`src/rtl/hck_pkg.sv`:
```
// Package for the HMAC-SHA256 counter keystream block: types, constants, SHA functions.
// No dependencies.
`default_nettype none
package hck_pkg;
    localparam int unsigned CfgWidth = 64;
    localparam int unsigned CfgIdxWidth = 3;
    localparam int unsigned BlockBytes = 32;
    localparam int unsigned NonceBytes = 16;
    localparam int unsigned OffWidth = 5;
    localparam int unsigned CtrWidth = 64;

    typedef enum logic [CfgIdxWidth-1:0] {
        REG_KEY0 = 3'd0, REG_KEY1 = 3'd1, REG_KEY2 = 3'd2, REG_KEY3 = 3'd3,
        REG_NONCE_LOW = 3'd4, REG_NONCE_HIGH = 3'd5
    } cfg_reg_t;

    typedef enum logic [2:0] {
        ST_IDLE, ST_LOAD, ST_ROUND, ST_FINISH, ST_OUTPUT
    } state_t;

    // Which 64-byte SHA block the datapath loads
    typedef enum logic [1:0] {
        BLK_IPAD, BLK_INNER_TAIL, BLK_OPAD, BLK_OUTER_TAIL
    } blk_sel_t;

    typedef struct packed {
        logic     load;      // load message block, init or keep chaining value
        logic     init_h;
        blk_sel_t blk;
        logic     round;
        logic     finish;    // add working vars into chaining value
        logic     save_inner;
        logic     save_ks;
    } dp_cmd_t;

    typedef struct packed {
        logic round_last;
    } dp_sts_t;

    localparam logic [31:0] RoundK [64] = '{
        32'h428a2f98,32'h71374491,32'hb5c0fbcf,32'he9b5dba5,32'h3956c25b,32'h59f111f1,
        32'h923f82a4,32'hab1c5ed5,32'hd807aa98,32'h12835b01,32'h243185be,32'h550c7dc3,
        32'h72be5d74,32'h80deb1fe,32'h9bdc06a7,32'hc19bf174,32'he49b69c1,32'hefbe4786,
        32'h0fc19dc6,32'h240ca1cc,32'h2de92c6f,32'h4a7484aa,32'h5cb0a9dc,32'h76f988da,
        32'h983e5152,32'ha831c66d,32'hb00327c8,32'hbf597fc7,32'hc6e00bf3,32'hd5a79147,
        32'h06ca6351,32'h14292967,32'h27b70a85,32'h2e1b2138,32'h4d2c6dfc,32'h53380d13,
        32'h650a7354,32'h766a0abb,32'h81c2c92e,32'h92722c85,32'ha2bfe8a1,32'ha81a664b,
        32'hc24b8b70,32'hc76c51a3,32'hd192e819,32'hd6990624,32'hf40e3585,32'h106aa070,
        32'h19a4c116,32'h1e376c08,32'h2748774c,32'h34b0bcb5,32'h391c0cb3,32'h4ed8aa4a,
        32'h5b9cca4f,32'h682e6ff3,32'h748f82ee,32'h78a5636f,32'h84c87814,32'h8cc70208,
        32'h90befffa,32'ha4506ceb,32'hbef9a3f7,32'hc67178f2
    };

    localparam logic [255:0] InitH = {
        32'h6a09e667,32'hbb67ae85,32'h3c6ef372,32'ha54ff53a,
        32'h510e527f,32'h9b05688c,32'h1f83d9ab,32'h5be0cd19
    };

    function automatic logic [31:0] rotr(input logic [31:0] x, input int unsigned n);
        return (x >> n) | (x << (32 - n));
    endfunction

    function automatic logic [63:0] bswap64(input logic [63:0] x);
        logic [63:0] r;
        for (int i = 0; i < 8; i++)
        begin
            r[8*i +: 8] = x[8*(7-i) +: 8];
        end
        return r;
    endfunction
endpackage
`default_nettype wire

```
`src/rtl/hck_stream_if.sv`:
```
// Valid/ready stream interface carrying a byte and a last flag.
// No dependencies.
`default_nettype none
interface hck_stream_if;
    logic       valid;
    logic       ready;
    logic [7:0] data;
    logic       last;
    modport source (output valid, output data, output last, input ready);
    modport sink (input valid, input data, input last, output ready);
endinterface
`default_nettype wire

```
`src/rtl/hck_datapath.sv`:
```
// SHA-256 datapath: message schedule, working variables, chaining value, keystream.
// Depends on hck_pkg.
`default_nettype none
module hck_datapath (
    input  wire logic                clk,
    input  wire logic                rst_n,
    input  wire hck_pkg::dp_cmd_t    cmd,
    output hck_pkg::dp_sts_t         sts,
    input  wire logic [255:0]        key,
    input  wire logic [127:0]        nonce,
    input  wire logic [63:0]         counter,
    input  wire logic [4:0]          rd_off,
    output logic [7:0]               ks_byte
);
    import hck_pkg::*;

    logic [511:0] w_reg, w_next;
    logic [255:0] h_reg, h_next;
    logic [255:0] v_reg, v_next;
    logic [255:0] inner_reg;
    logic [255:0] ks_reg;
    logic [5:0]   rnd_reg, rnd_next;
    logic [255:0] kx36, kx5c, key_be;
    logic [511:0] blk;

    always_comb
    begin
        // key bytes in message order: byte 0 first (most significant)
        for (int i = 0; i < 32; i++)
        begin
            key_be[255-8*i -: 8] = key[8*i +: 8];
        end
        kx36 = key_be ^ {32{8'h36}};
        kx5c = key_be ^ {32{8'h5c}};
        case (cmd.blk)
            BLK_IPAD:       blk = {kx36, {32{8'h36}}};
            BLK_INNER_TAIL: blk = {bswap64(nonce[63:0]), bswap64(nonce[127:64]),
                                   bswap64(counter), 8'h80, 248'd0, 64'd704};
            BLK_OPAD:       blk = {kx5c, {32{8'h5c}}};
            BLK_OUTER_TAIL: blk = {inner_reg, 8'h80, 184'd0, 64'd768};
            default:        blk = '0;
        endcase
    end

    logic [31:0] a, b, c, d, e, f, g, hh, t1, t2, s0, s1, wn;

    always_comb
    begin
        {a, b, c, d, e, f, g, hh} = v_reg;
        t1 = hh + (rotr(e, 6) ^ rotr(e, 11) ^ rotr(e, 25)) + ((e & f) ^ (~e & g))
             + RoundK[rnd_reg] + w_reg[511:480];
        t2 = (rotr(a, 2) ^ rotr(a, 13) ^ rotr(a, 22)) + ((a & b) ^ (a & c) ^ (b & c));
        s0 = rotr(w_reg[479:448], 7) ^ rotr(w_reg[479:448], 18) ^ (w_reg[479:448] >> 3);
        s1 = rotr(w_reg[63:32], 17) ^ rotr(w_reg[63:32], 19) ^ (w_reg[63:32] >> 10);
        wn = w_reg[511:480] + s0 + w_reg[223:192] + s1;
        w_next = w_reg;
        v_next = v_reg;
        h_next = h_reg;
        rnd_next = rnd_reg;
        if (cmd.load)
        begin
            w_next = blk;
            h_next = cmd.init_h ? InitH : h_reg;
            v_next = cmd.init_h ? InitH : h_reg;
            rnd_next = '0;
        end
        else if (cmd.round)
        begin
            w_next = {w_reg[479:0], wn};
            v_next = {t1 + t2, a, b, c, d + t1, e, f, g};
            rnd_next = rnd_reg + 6'd1;
        end
        else if (cmd.finish)
        begin
            for (int i = 0; i < 8; i++)
            begin
                h_next[32*i +: 32] = h_reg[32*i +: 32] + v_reg[32*i +: 32];
            end
        end
    end

    always_ff @(posedge clk or negedge rst_n)
    begin
        if (!rst_n)
        begin
            rnd_reg <= '0;
        end
        else
        begin
            rnd_reg <= rnd_next;
        end
    end

    always_ff @(posedge clk)
    begin
        w_reg <= w_next;
        v_reg <= v_next;
        h_reg <= h_next;
        if (cmd.save_inner)
        begin
            inner_reg <= h_reg;
        end
        if (cmd.save_ks)
        begin
            ks_reg <= h_reg;
        end
    end

    assign sts.round_last = (rnd_reg == 6'd63);
    assign ks_byte = cmd.save_ks ? h_reg[255 - 8*rd_off -: 8] : ks_reg[255 - 8*rd_off -: 8];
endmodule
`default_nettype wire

```
`src/rtl/hck_controller.sv`:
```
// Controller: sequences the four compressions and the byte handshake.
// Depends on hck_pkg.
`default_nettype none
module hck_controller (
    input  wire logic             clk,
    input  wire logic             rst_n,
    input  wire logic             in_valid,
    input  wire logic             in_last,
    output logic                  in_ready,
    output logic                  out_valid,
    input  wire logic             out_ready,
    output hck_pkg::dp_cmd_t      cmd,
    input  wire hck_pkg::dp_sts_t sts,
    output logic [63:0]           counter,
    output logic [4:0]            offset,
    output logic                  capture
);
    import hck_pkg::*;

    state_t     state_reg, state_next;
    blk_sel_t   blk_reg, blk_next;
    logic [63:0] ctr_reg, ctr_next;
    logic [4:0]  off_reg, off_next;
    logic        last_reg, last_next;
    logic        ov_reg, ov_next;

    wire accept = in_valid && in_ready;

    function automatic blk_sel_t blk_t_inc(input blk_sel_t x);
        case (x)
            BLK_IPAD:       return BLK_INNER_TAIL;
            BLK_INNER_TAIL: return BLK_OPAD;
            BLK_OPAD:       return BLK_OUTER_TAIL;
            default:        return BLK_IPAD;
        endcase
    endfunction

    always_comb
    begin
        state_next = state_reg;
        blk_next = blk_reg;
        ctr_next = ctr_reg;
        off_next = off_reg;
        last_next = last_reg;
        ov_next = ov_reg && !out_ready;
        case (state_reg)
            ST_IDLE:
            begin
                if (accept)
                begin
                    last_next = in_last;
                    if (off_reg == '0)
                    begin
                        blk_next = BLK_IPAD;
                        state_next = ST_LOAD;
                    end
                    else
                    begin
                        state_next = ST_OUTPUT;
                    end
                end
            end
            ST_LOAD:   state_next = ST_ROUND;
            ST_ROUND:  if (sts.round_last) state_next = ST_FINISH;
            ST_FINISH:
            begin
                if (blk_reg == BLK_OUTER_TAIL)
                begin
                    state_next = ST_OUTPUT;
                    ctr_next = ctr_reg + 64'd1;
                end
                else
                begin
                    blk_next = blk_t_inc(blk_reg);
                    state_next = ST_LOAD;
                end
            end
            ST_OUTPUT:
            begin
                if (!ov_reg || out_ready)
                begin
                    ov_next = 1'b1;
                    off_next = off_reg + 5'd1;
                    if (last_reg)
                    begin
                        off_next = '0;
                        ctr_next = '0;
                    end
                    state_next = ST_IDLE;
                end
            end
            default: state_next = ST_IDLE;
        endcase
    end

    always_comb
    begin
        cmd = '0;
        cmd.blk = blk_reg;
        in_ready = 1'b0;
        capture = 1'b0;
        case (state_reg)
            ST_IDLE:   in_ready = 1'b1;
            ST_LOAD:
            begin
                cmd.load = 1'b1;
                cmd.init_h = (blk_reg == BLK_IPAD) || (blk_reg == BLK_OPAD);
            end
            ST_ROUND:  cmd.round = 1'b1;
            ST_FINISH: cmd.finish = 1'b1;
            ST_OUTPUT: capture = !ov_reg || out_ready;
            default:   cmd = '0;
        endcase
        // chaining value is final in the cycle after finish
        cmd.save_inner = (state_reg == ST_LOAD) && (blk_reg == BLK_OPAD);
        cmd.save_ks = (state_reg == ST_OUTPUT) && (off_reg == '0);
    end

    always_ff @(posedge clk or negedge rst_n)
    begin
        if (!rst_n)
        begin
            state_reg <= ST_IDLE;
            blk_reg <= BLK_IPAD;
            ctr_reg <= '0;
            off_reg <= '0;
            last_reg <= 1'b0;
            ov_reg <= 1'b0;
        end
        else
        begin
            state_reg <= state_next;
            blk_reg <= blk_next;
            ctr_reg <= ctr_next;
            off_reg <= off_next;
            last_reg <= last_next;
            ov_reg <= ov_next;
        end
    end

    assign out_valid = ov_reg;
    assign counter = ctr_reg;
    assign offset = off_reg;
endmodule
`default_nettype wire

```
`src/rtl/hmac_ctr_keystream_xor.sv`:
```
// HMAC-SHA256 counter keystream XOR cipher, top level.
// Depends on hck_pkg, hck_stream_if, hck_controller, hck_datapath.
//
// Usage: bytes enter on in_s (data, last) and leave on out_s (data XOR keystream, last).
// Six 64-bit registers (key words 0-3, nonce low/high) are written through cfg_we,
// cfg_index and cfg_wdata; the user must write them only while the block is idle,
// which the block itself does not enforce. Unknown indexes are ignored.
// A byte that opens a keystream block (offset 0) runs four SHA-256 compressions
// in the shared round unit before its result is written to the output register.
// The 31 other bytes of the block go to the output register without a compression.
// A new byte is taken only once the last one has reached the output register.
// The result sits in an output register; the next byte is accepted while it
// waits, and a stall holds the block until the register frees.
// Reset clears counter, offset and control; key and nonce reset to zero.
// last set on a byte resets counter and offset for the next blob.
`default_nettype none
module hmac_ctr_keystream_xor (
    input  wire logic                          clk,
    input  wire logic                          rst_n,
    hck_stream_if.sink                         in_s,
    hck_stream_if.source                       out_s,
    input  wire logic                          cfg_we,
    input  wire logic [hck_pkg::CfgIdxWidth-1:0] cfg_index,
    input  wire logic [hck_pkg::CfgWidth-1:0]  cfg_wdata
);
    import hck_pkg::*;

    logic [255:0] key_reg;
    logic [127:0] nonce_reg;
    dp_cmd_t      cmd;
    dp_sts_t      sts;
    logic [63:0]  counter;
    logic [4:0]   offset;
    logic         capture;
    logic [7:0]   ks_byte;
    logic [7:0]   data_reg, obyte_reg;
    logic         dlast_reg;
    logic         olast_reg;
    logic         out_valid;

    always_ff @(posedge clk or negedge rst_n)
    begin
        if (!rst_n)
        begin
            key_reg <= '0;
            nonce_reg <= '0;
        end
        else if (cfg_we)
        begin
            case (cfg_index)
                REG_KEY0:       key_reg[63:0] <= cfg_wdata;
                REG_KEY1:       key_reg[127:64] <= cfg_wdata;
                REG_KEY2:       key_reg[191:128] <= cfg_wdata;
                REG_KEY3:       key_reg[255:192] <= cfg_wdata;
                REG_NONCE_LOW:  nonce_reg[63:0] <= cfg_wdata;
                REG_NONCE_HIGH: nonce_reg[127:64] <= cfg_wdata;
                default:        ;
            endcase
        end
    end

    hck_controller u_ctrl (
        .clk(clk), .rst_n(rst_n),
        .in_valid(in_s.valid), .in_last(in_s.last), .in_ready(in_s.ready),
        .out_valid(out_valid), .out_ready(out_s.ready),
        .cmd(cmd), .sts(sts), .counter(counter), .offset(offset), .capture(capture)
    );

    hck_datapath u_dp (
        .clk(clk), .rst_n(rst_n), .cmd(cmd), .sts(sts), .key(key_reg),
        .nonce(nonce_reg), .counter(counter), .rd_off(offset), .ks_byte(ks_byte)
    );

    logic [7:0] ks_sel;
    // keystream register loads the same cycle at offset 0; bypass it
    assign ks_sel = ks_byte;

    always_ff @(posedge clk)
    begin
        if (in_s.valid && in_s.ready)
        begin
            data_reg <= in_s.data;
            dlast_reg <= in_s.last;
        end
        if (capture)
        begin
            obyte_reg <= data_reg ^ ks_sel;
            olast_reg <= dlast_reg;
        end
    end

    assign out_s.valid = out_valid;
    assign out_s.data = obyte_reg;
    assign out_s.last = olast_reg;
endmodule
`default_nettype wire

```
`src/flat_wrapper.sv`:
```
// flat-port wrapper written by rule: the top's interface ports become plain ports
module hmac_ctr_keystream_xor_flat import hck_pkg::*;
  (clk, rst_n, cfg_we, cfg_index, cfg_wdata, in_s_valid, in_s_data, in_s_last, in_s_ready, out_s_valid, out_s_data, out_s_last, out_s_ready);
  hck_stream_if in_s_i ();
  hck_stream_if out_s_i ();
  input  wire logic clk;
  input  wire logic rst_n;
  input  wire logic cfg_we;
  input  wire logic [hck_pkg::CfgIdxWidth-1:0] cfg_index;
  input  wire logic [hck_pkg::CfgWidth-1:0] cfg_wdata;
  input wire logic [$bits(in_s_i.valid)-1:0] in_s_valid;
  input wire logic [$bits(in_s_i.data)-1:0] in_s_data;
  input wire logic [$bits(in_s_i.last)-1:0] in_s_last;
  output wire logic [$bits(in_s_i.ready)-1:0] in_s_ready;
  output wire logic [$bits(out_s_i.valid)-1:0] out_s_valid;
  output wire logic [$bits(out_s_i.data)-1:0] out_s_data;
  output wire logic [$bits(out_s_i.last)-1:0] out_s_last;
  input wire logic [$bits(out_s_i.ready)-1:0] out_s_ready;
  assign in_s_i.valid = in_s_valid;
  assign in_s_i.data = in_s_data;
  assign in_s_i.last = in_s_last;
  assign in_s_ready = in_s_i.ready;
  assign out_s_valid = out_s_i.valid;
  assign out_s_data = out_s_i.data;
  assign out_s_last = out_s_i.last;
  assign out_s_i.ready = out_s_ready;
  hmac_ctr_keystream_xor u_core (.clk(clk), .rst_n(rst_n), .in_s(in_s_i), .out_s(out_s_i), .cfg_we(cfg_we), .cfg_index(cfg_index), .cfg_wdata(cfg_wdata));
endmodule
```
`config.mk`:
```
export PLATFORM = sky130hd
export DESIGN_NAME = hmac_ctr_keystream_xor_flat
export DESIGN_NICKNAME = d
export VERILOG_FILES = /design/src/rtl/hck_pkg.sv /design/src/rtl/hck_stream_if.sv /design/src/rtl/hck_datapath.sv /design/src/rtl/hck_controller.sv /design/src/rtl/hmac_ctr_keystream_xor.sv /design/src/flat_wrapper.sv
export SDC_FILE = /design/constraint.sdc
export NUM_CORES = 2
export LEC_CHECK = 0
export ABC_CLOCK_PERIOD_IN_PS = 27100
export BUFFER_PORTS_ARGS = -buffer_cell sky130_fd_sc_hd__clkbuf_2
export CELL_PAD_IN_SITES_DETAIL_PLACEMENT = 1
export CELL_PAD_IN_SITES_GLOBAL_PLACEMENT = 1
export CORE_MARGIN = 5
export CORE_UTILIZATION = 45
export CTS_BUF_LIST = sky130_fd_sc_hd__clkbuf_8
export DETAILED_ROUTE_END_ITERATION = 12
export GPL_TIMING_DRIVEN = 0
export PLACE_DENSITY = 0.76
export SLEW_MARGIN = 10
export SYNTH_ARGS = -nofsm -noshare
export SYNTH_HDL_FRONTEND = slang
export SYNTH_SLANG_ARGS = --single-unit
```
`constraint.sdc`:
```
create_clock -name clk -period 27.1 [get_ports clk]
set_clock_uncertainty 0.05 [all_clocks]
set_input_delay 5.42 -clock clk [delete_from_list [all_inputs] [get_ports clk]]
set_output_delay 5.42 -clock clk [all_outputs]
set_load 0.1 [all_outputs]
```
==> summary.txt <==
Setup path
  • Worst Setup End Kind: flop
  • Slowest-stage cell, CP: xor2_1
  • Critical-path maximum fanout: 10
  • Most used cell, CP: inv_1
  • CP required: 27.86 ns
  • Delay-heaviest family, CP: compound AO/OA/AOI/OAI gates
  • Crit path largest cell delay: 0.86 ns
  • Buf+Inv Stages, Crit Path: 8
  • Crit Path Category: reg -> reg
  • Element type at the critical path start: flop
  • CP Data Arrival Time: 12.83 ns

Final layout
  • Multi-input gate area: 48300 um^2
  • Sequential cell area: 58300 um^2
  • Most frequent cells in the layout: 1554 x edfxtp_1, 1067 x nand2_1, 866 x o21ai_0
  • Largest register FFs: 512
  • Final Cell Area: 123000 um^2
  • Fillers: 25989
  • Layout Nets: 10861
  • Area grow syn2layout: 11.0%
  • Share of layout cells above drive strength 1: 0.121
  • Commonest non-fill, non-tap cell in the layout: edfxtp_1

Synth
  • Area leader, netlist: edfxtp_1
  • Mapped Area: 111000 um^2
  • Asr flop ratio synth: 0.231
  • Syn nets: 10376
  • Synth Instances: 9688
  • EDFF count, synth: 1554
  • Yosys Warn Count: 0
  • Post-synth cell types: 88
  • Syn avg cell area: 11.4 um^2
  • Synth top area cells: edfxtp_1 42%, dfrtp_1 11%, ha_1 4.6%
  • #FFs+latches synth: 2020
  • Register area share after synthesis: 0.526
  • Top_reg_cell synth: edfxtp_1
  • Top cell type's share of synthesized area: 0.421

Floorplan
  • Core ar.: 246000 um^2
  • Rows: 182
  • Die area: 256000 um^2
  • Starting Density: 0.451
  • Number of I/O pins: 92
  • Die height: 506 um
  • Die width: 506 um

Global route
  • Initial antenna violation count: 102
  • Largest net degree at the start of global routing: 114
  • Vias in the first global route: 90367
  • Total grt overflow: 0
  • First-pass GRT wire length: 718000 um
  • GRT Overall Usage: 0.400

Placement
  • Hpwl dp: 415000 um
  • Placer Congestion: 1.05
  • Port Buffer Count: 89
  • Placed Area: 116000 um^2

Drt
  • Drt pass-1 iters: 9
  • ANT nets after route: 0
  • DR vias: 91618
  • Routed vias/inst: 6.68
  • Final WL: 527000 um
  • Initial DRC Count: 14443
  • Remaining DRCs: 0
  • Routed WL per cell: 38.4 um

Timing
  • Fmax: 82.9 MHz
  • Final setup fails: 0
  • Final Hold Fails: 0
  • Final critical-path share of the clock period: 0.445
  • Slew HR: 0.0194
  • Slew @ Worst Pin: 1.47 ns
  • Min cycle time layout: 12.07 ns
  • Final slew viol count: 0
  • RSZ-0062 raised after global routing: false

Clocking
  • Sink Count: 2020
  • Post-CTS setup buffer count: 0
  • Post_cts resized: 0
  • Deepest clock path buffer count: 4
  • Number of CTS-inserted buffers: 360
  • H-tree depth: 5
  • Clock latency on the worst-skew pair: 1.14 ns
  • Clock root buffer: clkbuf_8
  • Hold Buf Count CTS: 0
  • Clock transition at path regs: 0.06 ns
  • CTS tree: built

Worst hold path
  • Worst hold path type: reg -> reg

Status
  • Status: finished clean

Job
  • Max-cap violations: 0
==> final cells by class <==
type	instances	area share
flip-flops and latches	2020	0.474
multi-input cells	6551	0.393
clock buffers	400	0.0447
well taps	3220	0.0327
inverters	618	0.0190
plain buffers	499	0.0162
repair buffers	123	0.0106
clock inverters	239	0.00967
diodes	52	0.00106
==> synthesized netlist by cell type, types with 73 or more instances <==
cell type / number
mux2_2: 401
and2_1: 76
xnor2_1: 354
mux4_2: 175
nand3_1: 116
a221oi_1: 90
a222oi_1: 144
nor2_1: 685
xor2_1: 270
fa_1: 195
o21ai_0: 866
edfxtp_1: 1554
clkbuf_1: 440
dfrtp_1: 466
nand2_1: 1067
a21o_1: 175
ha_1: 412
inv_1: 615
nor3_1: 87
a21oi_1: 573
nand2b_1: 73
==> cells by family after synthesis <==
group / Yosys count / synth area share
buffers and inverters: 1117 / 0.0385
adders and majority gates: 613 / 0.0822
xor gates and xnor gates: 624 / 0.0493
DFF: 2020 / 0.526
AOI/OAI and AO/OA: 2380 / 0.135
and+or+nand+nor: 2339 / 0.0912
muxes: 595 / 0.0780
==> metrics by stage <==
step | setup TNS (ns) | std cells | setup WS [ns] | hold WS (ns) | utilization
after floorplan | 0 | 9688 | 3.73 | 0.350 | -
after global placement | -9530.71 | 12997 | -12.64 | 0.353 | 0.470
final | 0 | 13722 | 15.03 | 0.364 | 0.501
after CTS | 0 | 13668 | 15.22 | 0.365 | 0.501
after global routing | 0 | 13672 | 14.84 | 0.384 | 0.501
after detailed placement | 0 | 13029 | 15.32 | 0.356 | 0.473
==> path summary, 6_finish.rpt <==
kind | start | cells past startpoint | endpoint | slack [ns]
max | u_core.u_dp.rnd_reg[1] | 36 | u_core.u_dp.v_reg[255] | 15.03
min | u_core.dlast_reg | 0 | u_core.out_s.last | 0.36
max reg2reg | u_core.u_dp.rnd_reg[1] | 36 | u_core.u_dp.v_reg[255] | 15.03
min reg2reg | u_core.dlast_reg | 0 | u_core.out_s.last | 0.36
max in group asynchronous | rst_n | 5 | u_core.nonce_reg[39] | 20.53
min in group asynchronous | rst_n | 1 | u_core.u_ctrl.counter[35] | 4.38
==> routing by layer <==
| metal | vias to the layer above | routed length [um] | global-route usage |
|---|---|---|---|
| met3 | 1603 | 72000 | 0.133 |
| met4 | 24 | 50200 | 0.314 |
| met5 | - | 152 | 0 |
| met1 | 46565 | 188000 | 0.505 |
| met2 | 6988 | 217000 | 0.565 |
| li1 | 36438 | - | - |
Power is left out: the tool's default activity adds up to more than one toggle a clock period on the data nets, which glitch-free logic cannot reach.
